**src/rtl/core/lfrd_pkg.sv**
```systemverilog
// Package for the lagged Fibonacci random draw block.
// Holds default parameters, action codes, sequencer states and fixed constants.
// No dependencies.
package lfrd_pkg;

    // Default ring geometry
    localparam int DEF_TABLE_LEN = 55;
    localparam int DEF_LAG       = 24;
    localparam int DEF_HALF_BITS = 15;

    // Bound used by coin flip and percent chance, and the coin threshold
    localparam logic [31:0] CHANCE_BOUND = 32'd100;
    localparam logic [31:0] COIN_LIMIT   = 32'd50;

    // Seed loaded by the post-reset fill
    localparam logic [29:0] RESET_SEED = 30'd1;

    typedef enum logic [1:0] {
        ACT_DRAW   = 2'd0,
        ACT_COIN   = 2'd1,
        ACT_CHANCE = 2'd2,
        ACT_RESEED = 2'd3
    } lfrd_action_t;

    typedef enum logic [2:0] {
        ST_FILL,
        ST_IDLE,
        ST_READ,
        ST_ADD,
        ST_MUL,
        ST_OUT
    } lfrd_state_t;

endpackage

```
**src/rtl/core/lagged_fibonacci_random_draw_top.sv**
```systemverilog
// Lagged Fibonacci random draw block: ring memory, sequencer and shared multiplier.
// Depends on lfrd_pkg.
//
//  channel | ports                                   | direction
//  --------+-----------------------------------------+----------
//  input   | s_valid s_ready s_action s_operand      | in
//          | s_seed_value                            |
//  result  | m_valid m_ready m_value                 | out
//
// A draw, coin flip or chance word passes from acceptance to a loaded result
// through accept, ring read, add and write-back, multiply and result states;
// the ring memory ports and the single multiplier set these steps.
// A reseed refills the ring from the seed value, one ring entry per cycle.
// After reset the ring is filled from seed one; s_ready stays low during that
// pass. A stalled result holds in the output register while the next word is
// accepted; the sequencer waits only to load a new one.
module lagged_fibonacci_random_draw_top
    import lfrd_pkg::*;
#(
    parameter int TABLE_LEN = DEF_TABLE_LEN,
    parameter int LAG       = DEF_LAG,
    parameter int HALF_BITS = DEF_HALF_BITS
) (
    input  logic        aclk,
    input  logic        aresetn,
    input  logic        s_valid,
    output logic        s_ready,
    input  logic [1:0]  s_action,
    input  logic [31:0] s_operand,
    input  logic [29:0] s_seed_value,
    output logic        m_valid,
    input  logic        m_ready,
    output logic [31:0] m_value
);

    localparam int WORD_BITS = 2 * HALF_BITS;
    localparam int IDX_W     = $clog2(TABLE_LEN);
    localparam int BACK      = (LAG + 1) % TABLE_LEN;
    localparam int PROD_W    = HALF_BITS + 32;

    localparam logic [IDX_W-1:0] LAST_IDX = IDX_W'(TABLE_LEN - 1);
    localparam logic [IDX_W:0]   BACK_X   = (IDX_W + 1)'(BACK);
    localparam logic [IDX_W:0]   FWD_X    = (IDX_W + 1)'(TABLE_LEN - BACK);

    // Ring storage
    logic [WORD_BITS-1:0] ring_mem [TABLE_LEN];

    // Sequencer and datapath registers
    lfrd_state_t          state_reg, state_next;
    lfrd_action_t         action_reg, action_next;
    logic [31:0]          bound_reg, bound_next;
    logic [31:0]          percent_reg, percent_next;
    logic [IDX_W-1:0]     pos_reg, pos_next;
    logic [IDX_W-1:0]     fill_idx_reg, fill_idx_next;
    logic [WORD_BITS-1:0] fill_word_reg, fill_word_next;
    logic                 fill_out_reg, fill_out_next;
    logic [WORD_BITS-1:0] word_reg, word_next;
    logic [PROD_W-1:0]    prod_reg, prod_next;
    logic [WORD_BITS-1:0] near_rd_reg, far_rd_reg;
    logic                 m_valid_reg, m_valid_next;
    logic [31:0]          m_value_reg, m_value_next;

    // Combinational controls
    logic                 accept;
    logic                 out_free;
    logic                 ring_we;
    logic [IDX_W-1:0]     ring_waddr;
    logic [WORD_BITS-1:0] ring_wdata;
    logic [IDX_W-1:0]     pos_inc;
    logic [IDX_W:0]       pos_inc_x;
    logic [IDX_W-1:0]     far_addr;
    logic [31:0]          mul_a, mul_b;
    logic [63:0]          mul_full;
    logic [WORD_BITS-1:0] sum_word;
    logic [31:0]          draw_val;
    logic [31:0]          result;
    logic [31:0]          seed_ext;

    assign accept   = s_valid && s_ready;
    assign out_free = !m_valid_reg || m_ready;
    assign s_ready  = (state_reg == ST_IDLE);
    assign m_valid  = m_valid_reg;
    assign m_value  = m_value_reg;
    assign seed_ext = 32'(s_seed_value);

    // Ring index arithmetic: next position and the lagged index behind it
    assign pos_inc   = (pos_reg == LAST_IDX) ? '0 : pos_reg + 1'b1;
    assign pos_inc_x = {1'b0, pos_inc};
    always_comb begin
        if (pos_inc_x >= BACK_X) begin
            far_addr = IDX_W'(pos_inc_x - BACK_X);
        end else begin
            far_addr = IDX_W'(pos_inc_x + FWD_X);
        end
    end

    // Shared multiplier: fill chain times LAG, or upper half of word times bound
    always_comb begin
        if (state_reg == ST_FILL) begin
            mul_a = 32'(fill_word_reg);
            mul_b = 32'(LAG);
        end else begin
            mul_a = 32'(word_reg[WORD_BITS-1:HALF_BITS]);
            mul_b = bound_reg;
        end
    end
    assign mul_full = {32'b0, mul_a} * {32'b0, mul_b};

    assign sum_word = WORD_BITS'({1'b0, near_rd_reg} + {1'b0, far_rd_reg});
    assign draw_val = prod_reg[HALF_BITS +: 32];

    // Result selection by action
    always_comb begin
        case (action_reg)
            ACT_DRAW:   result = draw_val;
            ACT_COIN:   result = (draw_val > COIN_LIMIT) ? 32'd1 : 32'd0;
            ACT_CHANCE: result = (draw_val < percent_reg) ? 32'd1 : 32'd0;
            ACT_RESEED: result = '0;
            default:    result = '0;
        endcase
    end

    // Next state
    always_comb begin
        state_next = state_reg;
        case (state_reg)
            ST_FILL: begin
                if (fill_idx_reg == LAST_IDX) begin
                    state_next = fill_out_reg ? ST_OUT : ST_IDLE;
                end
            end
            ST_IDLE: begin
                if (accept) begin
                    state_next = (lfrd_action_t'(s_action) == ACT_RESEED) ? ST_FILL : ST_READ;
                end
            end
            ST_READ: state_next = ST_ADD;
            ST_ADD:  state_next = ST_MUL;
            ST_MUL:  state_next = ST_OUT;
            ST_OUT: begin
                if (out_free) begin
                    state_next = ST_IDLE;
                end
            end
            default: state_next = ST_IDLE;
        endcase
    end

    // Datapath and output controls
    always_comb begin
        action_next    = action_reg;
        bound_next     = bound_reg;
        percent_next   = percent_reg;
        pos_next       = pos_reg;
        fill_idx_next  = fill_idx_reg;
        fill_word_next = fill_word_reg;
        fill_out_next  = fill_out_reg;
        word_next      = word_reg;
        prod_next      = prod_reg;
        m_value_next   = m_value_reg;
        m_valid_next   = m_valid_reg && !m_ready;
        ring_we        = 1'b0;
        ring_waddr     = pos_reg;
        ring_wdata     = sum_word;
        case (state_reg)
            ST_FILL: begin
                ring_we        = 1'b1;
                ring_waddr     = fill_idx_reg;
                ring_wdata     = fill_word_reg;
                fill_word_next = mul_full[WORD_BITS-1:0];
                fill_idx_next  = fill_idx_reg + 1'b1;
                if (fill_idx_reg == LAST_IDX) begin
                    pos_next = '0;
                end
            end
            ST_IDLE: begin
                if (accept) begin
                    action_next    = lfrd_action_t'(s_action);
                    percent_next   = s_operand;
                    bound_next     = (lfrd_action_t'(s_action) == ACT_DRAW) ? s_operand
                                                                             : CHANCE_BOUND;
                    fill_word_next = seed_ext[WORD_BITS-1:0];
                    fill_idx_next  = '0;
                    fill_out_next  = 1'b1;
                end
            end
            ST_READ: begin
                pos_next = pos_inc;
            end
            ST_ADD: begin
                ring_we    = 1'b1;
                ring_waddr = pos_reg;
                ring_wdata = sum_word;
                word_next  = sum_word;
            end
            ST_MUL: begin
                prod_next = mul_full[PROD_W-1:0];
            end
            ST_OUT: begin
                if (out_free) begin
                    m_valid_next = 1'b1;
                    m_value_next = result;
                end
            end
            default: ;
        endcase
    end

    // Ring memory: one write port, two registered read ports
    always_ff @(posedge aclk) begin
        if (ring_we) begin
            ring_mem[ring_waddr] <= ring_wdata;
        end
        near_rd_reg <= ring_mem[pos_reg];
        far_rd_reg  <= ring_mem[far_addr];
    end

    // Control registers
    always_ff @(posedge aclk) begin
        if (!aresetn) begin
            state_reg     <= ST_FILL;
            pos_reg       <= '0;
            fill_idx_reg  <= '0;
            fill_word_reg <= WORD_BITS'(RESET_SEED);
            fill_out_reg  <= 1'b0;
            m_valid_reg   <= 1'b0;
        end else begin
            state_reg     <= state_next;
            pos_reg       <= pos_next;
            fill_idx_reg  <= fill_idx_next;
            fill_word_reg <= fill_word_next;
            fill_out_reg  <= fill_out_next;
            m_valid_reg   <= m_valid_next;
        end
    end

    // Payload registers
    always_ff @(posedge aclk) begin
        action_reg  <= action_next;
        bound_reg   <= bound_next;
        percent_reg <= percent_next;
        word_reg    <= word_next;
        prod_reg    <= prod_next;
        m_value_reg <= m_value_next;
    end

    // Ring position never leaves the table
    a_pos_range: assert property (@(posedge aclk) disable iff (!aresetn)
        pos_reg <= LAST_IDX)
        else $error("ring position out of range");

    // One word at a time: after an accept the input side is closed
    a_busy_after_accept: assert property (@(posedge aclk) disable iff (!aresetn)
        accept |=> !s_ready)
        else $error("input accepted while busy");

    // A new result appears only from the result state
    a_result_source: assert property (@(posedge aclk) disable iff (!aresetn)
        $rose(m_valid_reg) |-> $past(state_reg == ST_OUT))
        else $error("result loaded outside result state");

    // The fill pass never runs past the last ring entry
    a_fill_range: assert property (@(posedge aclk) disable iff (!aresetn)
        (state_reg == ST_FILL) |-> (fill_idx_reg <= LAST_IDX))
        else $error("fill index out of range");

endmodule
```
**config.mk**
```make
export PLATFORM = sky130hd
export DESIGN_NAME = lagged_fibonacci_random_draw_top
export DESIGN_NICKNAME = d
export VERILOG_FILES = /design/src/rtl/core/lfrd_pkg.sv /design/src/rtl/core/lagged_fibonacci_random_draw_top.sv
export SDC_FILE = /design/constraint.sdc
export NUM_CORES = 2
export LEC_CHECK = 0
export BUFFER_PORTS_ARGS = -buffer_cell sky130_fd_sc_hd__clkbuf_2
export CAP_MARGIN = 25
export CORE_UTILIZATION = 58
export CTS_BUF_LIST = sky130_fd_sc_hd__clkbuf_8 sky130_fd_sc_hd__clkbuf_16
export DETAILED_ROUTE_END_ITERATION = 7
export PLACE_DENSITY_LB_ADDON = 0.08
export SYNTH_ARGS = -nofsm -noshare
export SYNTH_HDL_FRONTEND = slang
export SYNTH_SLANG_ARGS = --single-unit
```
**constraint.sdc**
```tcl
create_clock -name aclk -period 7.9 [get_ports aclk]
set_input_delay 0.79 -clock aclk [delete_from_list [all_inputs] [get_ports aclk]]
set_output_delay 0.79 -clock aclk [all_outputs]
set_load 0.02 [all_outputs]
```
==> impl_summary.md <==
Route
For this block, the routed nets add up to 363000 µm of wire. The via count normalized by instance count is 6.76. After detailed routing, the wire length on met1 is 129000 µm. In the detailed route, the total length drawn on met3 is 43400 µm. After detailed routing, the met2 layer carries 166000 µm of wire. In this run the top signal layer used is met5. The average wire per standard cell is 31.8 µm. The detailed-route DRC error count is 0. Once detail routing completed, the nets flagged for antenna violations numbered 0. For this block, the via count after detailed routing is 77200. The first routing iteration left 10600 violations.

The first-pass iteration count of the detailed router is 6.

Floorplan
The starting density of the core is 58.6%. Measured along the x axis, the die boundary spans 444 µm. The die boundary height is 444 µm. The number of primary I/O pins is 102. The die covers 197000 µm². The core box area is 193000 µm². The number of placement rows is 161.

Critical path
STA classifies the critical path endpoint as a flip-flop. Data on the critical path arrives at its endpoint at 8.77 ns. The critical path data required time is 8.59 ns. STA classifies the critical path startpoint as a flip-flop. The delay of the slowest cell on the worst path is 0.55 ns. Together, buffers and inverters on the worst path number 7.

Among cell families on the critical path, the largest total delay comes from adder cells. The most repeated library cell on the critical path is fa_1. The most critical setup path has its startpoint at state_reg[1]. The reg-to-reg critical path startpoint is state_reg[1]. The cell with the biggest individual delay on the critical path is fa_1.

The worst setup path category is reg -> reg. The biggest fanout along the worst timing path is 5.

Clocking
The tree built by TritonCTS fans out to 1902 sinks. The clock tree synthesis step divided the H-tree into 4 levels. The clock transition time at the flip-flop clock pins of the worst setup and hold paths is 0.07 ns. The CTS tree is yes. The clock reaches the later pin of the worst-skew pair after 0.88 ns. The hold buffer count at cts is 0. The number of clock buffers added by TritonCTS is 194. The clock root buffer is clkbuf_16. The clock tree buffer depth is 3.

STA
Setup repair after global routing could not meet its margin everywhere. The number of hold violations in the final report is 0. The share of the clock period used by the worst path is 102%.

The maximum clock skew at final layout is 0.0648 ns. Static timing analysis puts the maximum clock frequency at 124 MHz. The final worst setup slack is -0.181 ns. The setup violation total in the final timing report is 10.

Counting I/O delays and the setup requirement, the final critical path takes 8.08 ns. The total count of max-transition violations in the final report was 0. Measured against its own limit, the worst slew margin works out to 21.9%. For the pin with the worst max-slew slack, the measured transition is 1.17 ns.

Synthesis
For this run, asynchronously set or reset flops after synthesis account for 0%. The post-synthesis instance total is 8202. After synthesis, the mean cell area works out to 13.8 µm².

The number of flip-flops and latches in the synthesized netlist is 1902. The number of library cell types mapped by synthesis is 91. The number of warnings issued by yosys is 0. The post-synth design cell area is 113000 µm². The number of synthesized flops with an enable pin is 1795. The fraction of the yosys area taken by sequential cells is 49.5%.

For this run, the leading register cell type out of synthesis is edfxtp_1.

Global routing
The total overflow left after global routing is 0. The maximum number of pins on one net before global-route repair is 133. The first global-routing pass estimated 524000 µm of wire. The initial antenna violation count is 15. The total routing usage reported by global routing is 37.0%. The number of global-route vias before repair was 78200.

Layout
Counting the fill cells in the layout gives 13800. The library cell used most frequently in the layout, excluding fill and tap cells, is edfxtp_1. The flip-flop count of the largest register after layout is 1650. Ranked by flip-flop count, first place goes to ring_mem. Cells with a size suffix above 1 make up 18.9% of the layout. The relative area change from synthesis to final layout is 12.4%. Leaving out fill and tap cells, the most frequent cells in the layout are edfxtp_1 (1795), inv_1 (870), fa_1 (720). At the end of the flow, the number of nets in the layout was 9760.

The finished layout holds 11400 standard cells, fillers aside.

Placed design
The total half-perimeter wirelength after legalization and detailed placement is 233000 µm. The routability congestion estimate is 0.946. The quantity of I/O buffers inserted on ports is 101. After detailed placement, the design holds a cell count of 11000. The post-placement worst setup slack is -0.310 ns.

Power
The overall power after layout is 53.1 mW. The peak ir drop on the vdd network is 2050 µV. The power density over the cells is 417 nW/µm². Summed over all cells, the static leakage comes to 48.0 nW.

Hold path
The type of the tightest min-delay check is in -> reg. The origin of the worst min-delay path is s_operand[2].

Flow run
The tool flagged a number of max-cap violations equal to 0.

Run status
The run finished, with violations left. The final reports fail on negative setup slack.
-- layout make-up --
type / count / area (µm²) / area share, %
Clock inverter: 153 / 1260 / 0.987
Antenna cell: 13 / 32.5 / 0.0255
Timing Repair Buffer: 538 / 4340 / 3.41
Clock buffer: 208 / 5050 / 3.96
Inverter: 831 / 3120 / 2.45
Tap cell: 2526 / 3160 / 2.48
Sequential cell: 1902 / 56100 / 44.0
Multi-Input combinational cell: 5255 / 54300 / 42.7
-- stage by stage --
step / TNS, ns / hold slack (ns) / utilization [%] / instance area, µm²
6_report: -0.882 / 0.110 / 65.9 / 127000
5_1_grt: -4.10 / 0.0902 / 65.8 / 127000
4_1_cts: -1.22 / 0.0697 / 65.5 / 127000
3_5_place_dp: -3.68 / 0.461 / 62.2 / 120000
3_3_place_gp: -1.68 / 0.451 / 62.1 / 120000
2_1_floorplan: -0.140 / 0.432 / - / 115000
-- cells by family (layout without fill, tap and decap cells) --
logic type | after synthesis | in the layout | synth area share, %
compound gates | 1156 | 1156 | 7.31
fa+ha+maj | 970 | 970 | 15.6
xor+xnor | 83 | 83 | 0.641
flops | 1902 | 1902 | 49.5
other cells | 2 | 343 | 0.00663
mux | 931 | 931 | 14.5
simple gates | 1783 | 1785 | 7.66
buf+inv | 1375 | 1730 | 4.83
-- power breakdown --
part	switching, mW	leakage, nW	total (mW)	internal, mW
combinational	16.7	27.4	31.2	14.5
clock	4.11	3.23	9.08	4.97
sequential	0.133	17.4	12.9	12.7
total	20.9	48.0	53.1	32.2
-- synthesized netlist by cell type, drive strengths merged, types with 33 or more instances --
master | n | area [µm²]
mux2i | 323 | 3230
nor3 | 71 | 388
a21o | 66 | 495
buf | 197 | 1050
nor2 | 183 | 699
mux2 | 42 | 473
a21oi | 236 | 1180
a32o | 46 | 460
o211ai | 35 | 268
inv | 830 | 3120
a31oi | 40 | 250
o221ai | 75 | 663
nand4 | 33 | 206
clkbuf | 347 | 1300
o22ai | 85 | 532
edfxtp | 1795 | 53900
ha | 235 | 2940
and3 | 380 | 2380
o21ai | 150 | 762
fa | 735 | 14700
nand2 | 724 | 2720
o22a | 157 | 1380
mux4 | 566 | 12700
dfxtp | 107 | 2140
xnor2 | 53 | 464
nand3 | 186 | 931
a311oi | 51 | 447
and2 | 104 | 651
-- worst paths after layout --
| path | to | slack, ns | cells past startpoint |
|---|---|---|---|
| worst max-delay path | prod_reg[42] | -0.18 | 27 |
| worst min-delay path | percent_reg[2] | 0.11 | 1 |
| worst max register to register | prod_reg[42] | -0.18 | 27 |
| worst min register to register | fill_out_reg | 0.48 | 1 |
-- what timing repair did --
item | 4_1_cts | 5_1_grt
gates cloned | 3 | 5
buffers inserted | 4 | 11
endpoints found under the hold margin | 0 | 0
gates resized for setup | 42 | 79
setup endpoints to repair | 24 | 28
pin swaps | 25 | 44
-- routing by layer --
metal | track usage, % | up-vias
met4 | 22.4 | 18
met3 | 8.33 | 1130
met1 | 48.2 | 39500
met2 | 57.0 | 5323
met5 | 0 | -
li1 | - | 31300
Note: power is estimated with default switching activity, not from simulation.
